## config.mk

```make
export PLATFORM = sky130hd
export DESIGN_NAME = fwst_ctrl
export DESIGN_NICKNAME = d
export VERILOG_FILES = /design/src/rtl/fwst_pkg.sv /design/src/rtl/fwst_ctrl.sv
export SDC_FILE = /design/constraint.sdc
export NUM_CORES = 1
export LEC_CHECK = 0
export ABC_AREA = 1
export BUFFER_PORTS_ARGS = -buffer_cell sky130_fd_sc_hd__buf_2
export CAP_MARGIN = 20
export CORE_AREA = 2 2 39 41
export CTS_BUF_LIST = sky130_fd_sc_hd__clkbuf_16
export CTS_CLUSTER_DIAMETER = 150
export DETAILED_ROUTE_END_ITERATION = 8
export DIE_AREA = 0 0 41 43
export PLACE_DENSITY = 0.78
export SLEW_MARGIN = 20
export SYNTH_ARGS = -nofsm -noshare
export SYNTH_HDL_FRONTEND = slang
export SYNTH_SLANG_ARGS = --single-unit
```

## constraint.sdc

```tcl
create_clock -name clk -period 2.5 [get_ports clk]
set_input_delay 0.5 -clock clk [delete_from_list [all_inputs] [get_ports clk]]
set_output_delay 0.5 -clock clk [all_outputs]
set_load 0.02 [all_outputs]
```

## src/rtl/fwst_pkg.sv

```systemverilog
// Shared types and constants for the futex wait slot table.
`timescale 1ns / 1ps
`default_nettype none

package fwst_pkg;

    localparam int SLOT_COUNT_DEF = 64;
    localparam int KIND_W         = 2;
    localparam int ADDR_W         = 64;
    localparam int IDX_W          = 6;
    localparam int CNT_W          = 32;
    localparam int GEN_W          = 32;
    localparam int STATUS_W       = 2;
    localparam int ENTRY_W        = ADDR_W + CNT_W + GEN_W;

    typedef enum logic [KIND_W-1:0] {
        KIND_ENTER = 2'd0,
        KIND_POLL  = 2'd1,
        KIND_LEAVE = 2'd2,
        KIND_WAKE  = 2'd3
    } kind_t;

    typedef enum logic [STATUS_W-1:0] {
        ST_OK      = 2'd0,
        ST_FULL    = 2'd1,
        ST_INVALID = 2'd2
    } status_t;

    typedef struct packed {
        logic [ADDR_W-1:0] key;
        logic [CNT_W-1:0]  count;
        logic [GEN_W-1:0]  gen;
    } entry_t;

    // Controller to datapath.
    typedef struct packed {
        logic clear;
        logic load;
        logic scan;
        logic rd;
        logic capture;
        logic commit;
        logic out_load;
    } cmd_t;

    // Datapath to controller.
    typedef struct packed {
        logic clear_last;
        logic go_scan;
        logic go_read;
        logic scan_done;
        logic out_free;
    } sts_t;

endpackage

`default_nettype wire

```

## src/rtl/fwst_ctrl.sv

```systemverilog
// Controller state machine for the futex wait slot table.
`timescale 1ns / 1ps
`default_nettype none

module fwst_ctrl (
    input  wire logic           clk,
    input  wire logic           rst_n,
    input  wire logic           in_valid,
    output logic                in_ready,
    input  wire fwst_pkg::sts_t sts,
    output fwst_pkg::cmd_t      cmd
);

    import fwst_pkg::*;

    typedef enum logic [7:0] {
        S_CLEAR = 8'b0000_0001,
        S_IDLE  = 8'b0000_0010,
        S_DISP  = 8'b0000_0100,
        S_SCAN  = 8'b0000_1000,
        S_RD    = 8'b0001_0000,
        S_CHK   = 8'b0010_0000,
        S_WR    = 8'b0100_0000,
        S_DONE  = 8'b1000_0000
    } state_t;

    state_t state_reg;
    state_t state_next;

    always_ff @(posedge clk or negedge rst_n)
    begin
        if (!rst_n)
        begin
            state_reg <= S_CLEAR;
        end
        else
        begin
            state_reg <= state_next;
        end
    end

    always_comb
    begin
        state_next = state_reg;
        cmd        = '0;
        in_ready   = 1'b0;
        unique case (state_reg)
            S_CLEAR:
            begin
                cmd.clear = 1'b1;
                if (sts.clear_last)
                begin
                    state_next = S_IDLE;
                end
            end
            S_IDLE:
            begin
                in_ready = 1'b1;
                if (in_valid)
                begin
                    cmd.load   = 1'b1;
                    state_next = S_DISP;
                end
            end
            S_DISP:
            begin
                if (sts.go_scan)
                begin
                    state_next = S_SCAN;
                end
                else if (sts.go_read)
                begin
                    state_next = S_RD;
                end
                else
                begin
                    state_next = S_DONE;
                end
            end
            S_SCAN:
            begin
                cmd.scan = 1'b1;
                if (sts.scan_done)
                begin
                    state_next = S_WR;
                end
            end
            S_RD:
            begin
                cmd.rd     = 1'b1;
                state_next = S_CHK;
            end
            S_CHK:
            begin
                cmd.capture = 1'b1;
                state_next  = S_WR;
            end
            S_WR:
            begin
                cmd.commit = 1'b1;
                state_next = S_DONE;
            end
            S_DONE:
            begin
                if (sts.out_free)
                begin
                    cmd.out_load = 1'b1;
                    state_next   = S_IDLE;
                end
            end
            default:
            begin
                state_next = S_CLEAR;
            end
        endcase
    end

endmodule

`default_nettype wire

```

After elaboration in Yosys (flattened, before gate mapping)
Cells that the tools add are included.
{"block": "totals", "mem_bits_ro": 0, "ff_bits": 8, "in_bits": 8, "output_inout_bits": 8, "ram_bits": 0, "elab_cells": 31, "latchBits": 0, "memories": 0}
{"block": "classes", "eq_ne": 12, "n_reduce_logical": 1, "mux": 17, "addsub": 0, "order_cmp": 0, "div_mod_pow": 0, "shift": 0, "bitwise": 0, "mul": 0}
{"operator": "case mux 8 bit (8 select lines)", "count": 1}
{"operator": "two-way mux 8 bit", "count": 6}
{"operator": "two-way mux 1 bit", "count": 10}
{"operator": "== test 8 x 1 -> 1 bit, second input constant", "count": 1}
{"operator": "== test 8 x 2 -> 1 bit, second input constant", "count": 1}
{"operator": "== test 8 x 3 -> 1 bit, second input constant", "count": 1}
{"operator": "== test 8 x 4 -> 1 bit, second input constant", "count": 1}
{"operator": "== test 8 x 5 -> 1 bit, second input constant", "count": 1}
{"operator": "== test 8 x 6 -> 1 bit, second input constant", "count": 1}
{"operator": "== test 8 x 7 -> 1 bit, second input constant", "count": 1}
{"operator": "== test 8 bit, second input constant", "count": 1}
{"operator": "inequality test 2 bit, second input constant", "count": 4}
{"operator": "AND reduction 4 bit", "count": 1}

Longest topological paths before layout
{"block": "logic_depth", "depth_word": 3, "depth_mapped": 8, "ltp_nobuf": 8}

Worst setup path after synthesis
Ideal clock, no wire load.
{"block": "synth_path", "kind": "flip-flop to output port", "start": "register state_reg[7]", "end": "output cmd[5] (netlist name)", "path_slack_ns": 0.922, "arrival_time_ns": 1.078, "path_stages_with_launch": 6, "n_path_buf": 0, "t_required_ns": 2.000, "path_cell_list": "dfrtp_1 -> inv_2 -> nand2_4 -> nor2_8 -> nand2_1 -> nor2_1"}
{"item": "from (decl)", "line_no": "fwst_ctrl.sv:27", "source": "state_t state_reg;"}
{"item": "from (signal assigned)", "line_no": "fwst_ctrl.sv:38", "source": "state_reg <= state_next;"}
{"item": "to (decl)", "line_no": "fwst_ctrl.sv:11", "source": "output fwst_pkg::cmd_t cmd"}

==> flow_metrics.env <==
export IMPL_status="finished clean"
export IMPL_htree_levels=1
export IMPL_cap_violations=0
export IMPL_drc_errors=0
export IMPL_p_int_mw=0.4686
export IMPL_final_hold_viol_count=0
export IMPL_finalSetupTns_ns=0
export IMPL_grt_pass1_vias=509
export IMPL_total_power_mw=0.7492
export IMPL_slowest_delay_ns=0.38
export IMPL_rsz0062_at_grt="no"
export IMPL_dp_hpwl_um=1104
export IMPL_mostFrequentLayoutCells="20 x nand2_1, 18 x inv_1, 15 x nor2_1, 15 x buf_2"
export IMPL_criticalPathCategory="reg2out"
export IMPL_die_x_um=41
export IMPL_timing_final_crit_share=0.7436
export IMPL_grt_total_usage=0.1829
export IMPL_required_ns=2.00
export IMPL_grt_pass1_wl_um=2097
export IMPL_pwr_share_clk=0.372
export IMPL_fin_nets=114
export IMPL_fp_coreArea_um2=1384
export IMPL_die_area_um2=1763
export IMPL_drive_gt1_frac=0.4000
export IMPL_cts_hold_buffers=0
export IMPL_maxSlewHeadroom=0.8690
export IMPL_timing_final_ws_setup_ns=0.6410
export IMPL_irDropWorstVdd_v=0.0005311
export IMPL_synthesis_nets=94
export IMPL_power_leakage_nw=0.4963
export IMPL_num_vias=574
export IMPL_reg2regPathDepth=8
export IMPL_routed_wl_um=1353
export IMPL_synth_area_um2=596.8
export IMPL_worstSkewPairLatency_ns=0.24
export IMPL_crit_path_cell_trace="inv_1 -> nand2_2 -> nor2_1 -> nand2_1 -> nor2_1 -> buf_2"
export IMPL_cts_resized=0
export IMPL_ys_seq_elements=8
export IMPL_mostFrequentLayoutCell="nand2_1"
export IMPL_dpl_worst_slack_ns=0.8886
export IMPL_antenna_found_initial=0
export IMPL_cts_path_max_buffers=2
export IMPL_largest_register_ffs=8
export IMPL_setup_viol=0
export IMPL_cts_tree="built"
export IMPL_powerDensity_nw_per_um2=972.0
export IMPL_wire_per_inst_um=11.18
export IMPL_post_drt_via_cell_ratio=4.744
export IMPL_synth_cell_types=16
export IMPL_area_delta_synth_final_pct=29.14
export IMPL_overflow=0
export IMPL_worstSetupEndpointType="output port"
export IMPL_ys_warn_count=0
export IMPL_cp_startpoint="state_reg[2]$_DFFE_PN0P_"
export IMPL_clkTransAtPathRegs_ns=0.04
export IMPL_stdcell_count=121
export IMPL_combPwrFrac=0.394
export IMPL_ant_nets=0
export IMPL_io_buffers=15
export IMPL_syn_inst=86
export IMPL_worst_path_most_repeated_cell="nor2_1"
export IMPL_ioPinCount=16
export IMPL_dr_first_iter_drc_count=13
export IMPL_switching_power_mw=0.2805
export IMPL_seq_area_frac_synth=0.3375
export IMPL_cts_buffers=3
export IMPL_final_util=0.5570
export IMPL_crit_path_top_delay_cell="dfrtp_1"
export IMPL_dr_pass1_iters=4
export IMPL_grt_start_max_net_pins=9
export IMPL_synth_avg_cell_area_um2=6.940
export IMPL_fmax_mhz=537.9
export IMPL_initial_core_util=0.4313
export IMPL_fp_row_count=14
export IMPL_p_sw_frac=0.3744
export IMPL_crit_end="cmd[5]"
export IMPL_hold_class="in2async"
export IMPL_crit_path_start_kind="flop"
export IMPL_dieHeight_um=43
export IMPL_n_antenna_cell=0
export IMPL_slew_viol_final=0
export IMPL_rr_endpoint="state_reg[2]$_DFFE_PN0P_"
export IMPL_seqPwrFrac=0.234
export IMPL_place_congestion=0.8007
export IMPL_regToRegSetupSlack_ns=1.26
export IMPL_root_buffer="clkbuf_16"
export IMPL_dpl_cell_count=117
export IMPL_clock_skew_ns=0.0004642
export IMPL_cp_max_fo=4
export IMPL_tightest_slew_ns=0.1958
export IMPL_reg2reg_from="state_reg[0]$_DFFE_PN1P_"
export IMPL_critPathArrivalTime_ns=1.36
export IMPL_cts_setup_buffers=0
export IMPL_clock_sinks=8
export IMPL_period_minus_slack_ns=1.859
## cells by family (layout without fill, tap and decap cells)
group | Yosys count | in the layout | share of synthesized area
buffers and inverters | 24 | 43 | 0.1509
flip-flops | 8 | 8 | 0.3375
AO/OA/AOI/OAI | 1 | 1 | 0.008378
AND/OR/NAND/NOR | 53 | 53 | 0.5031
## per-stage QoR
step	area (um^2)	hold slack (ns)
floorplan	596.8	0.2044
global placement	691.9	0.3413
detailed placement	691.9	0.3483
CTS	770.7	0.1055
global route	770.7	0.1091
finish	770.7	0.09898
## cells in the mapped netlist
master   number  area (um^2)
nand3_2       4        40.04
nand3_1       2        10.01
inv_2         7        26.28
nor2_8        1        20.02
nand2_2       4        25.02
nand2_4       2        22.52
o21ai_0       1        5.000
nand2_1      20        75.07
nor3_2        1        10.01
dfstp_2       1        26.28
nand3_4       1        17.52
nor2_1       15        56.30
dfrtp_1       7        175.2
nor2_4        1        11.26
inv_1        17        63.81
nor2_2        2        12.51
## per-layer routing
layer,GRT usage,vias up,routed length (um)
met4,0.1000,0,34
li1,-,286,-
met3,0.03141,5,87
met2,0.3000,31,729
met5,0,-,0
met1,0.2107,252,501
## worst max-delay path, delay by kind of cell, from the launching register on
family,cells,cell delay [ns]
AND/OR/NAND/NOR,4,0.49
flip-flops,1,0.38
buffers and inverters,2,0.25
## area by class of cell
cell class	count	area, um^2
clock buffer	3	75.07
clock inverter	1	3.754
fill	131	613.1
inverter	24	90.09
multi-input combinational	54	305.3
sequential	8	201.4
tap	16	20.02
timing repair buffer	15	75.07
## power groups by stage
stage                     sequential, mW  combinational, mW  clock [mW]
final                              0.176              0.295       0.278
after global routing               0.178              0.328       0.287
after CTS                          0.176              0.299       0.279
after detailed placement           0.177              0.297           0
after global placement             0.174              0.287           0
after floorplan                    0.173              0.233           0
## how the worst min path moves through the flow
stage / from / end / slack, ns / cells past startpoint
2_1_floorplan: rst_n / state_reg[1]$_DFFE_PN0P_ / 0.20 / 0
3_3_place_gp: rst_n / state_reg[4]$_DFFE_PN0P_ / 0.34 / 1
3_5_place_dp: rst_n / state_reg[7]$_DFFE_PN0P_ / 0.35 / 1
4_1_cts: rst_n / state_reg[3]$_DFFE_PN0P_ / 0.11 / 1
5_1_grt: rst_n / state_reg[7]$_DFFE_PN0P_ / 0.11 / 1
6_report: rst_n / state_reg[7]$_DFFE_PN0P_ / 0.1 / 1
(Power assumes the default switching activity.)
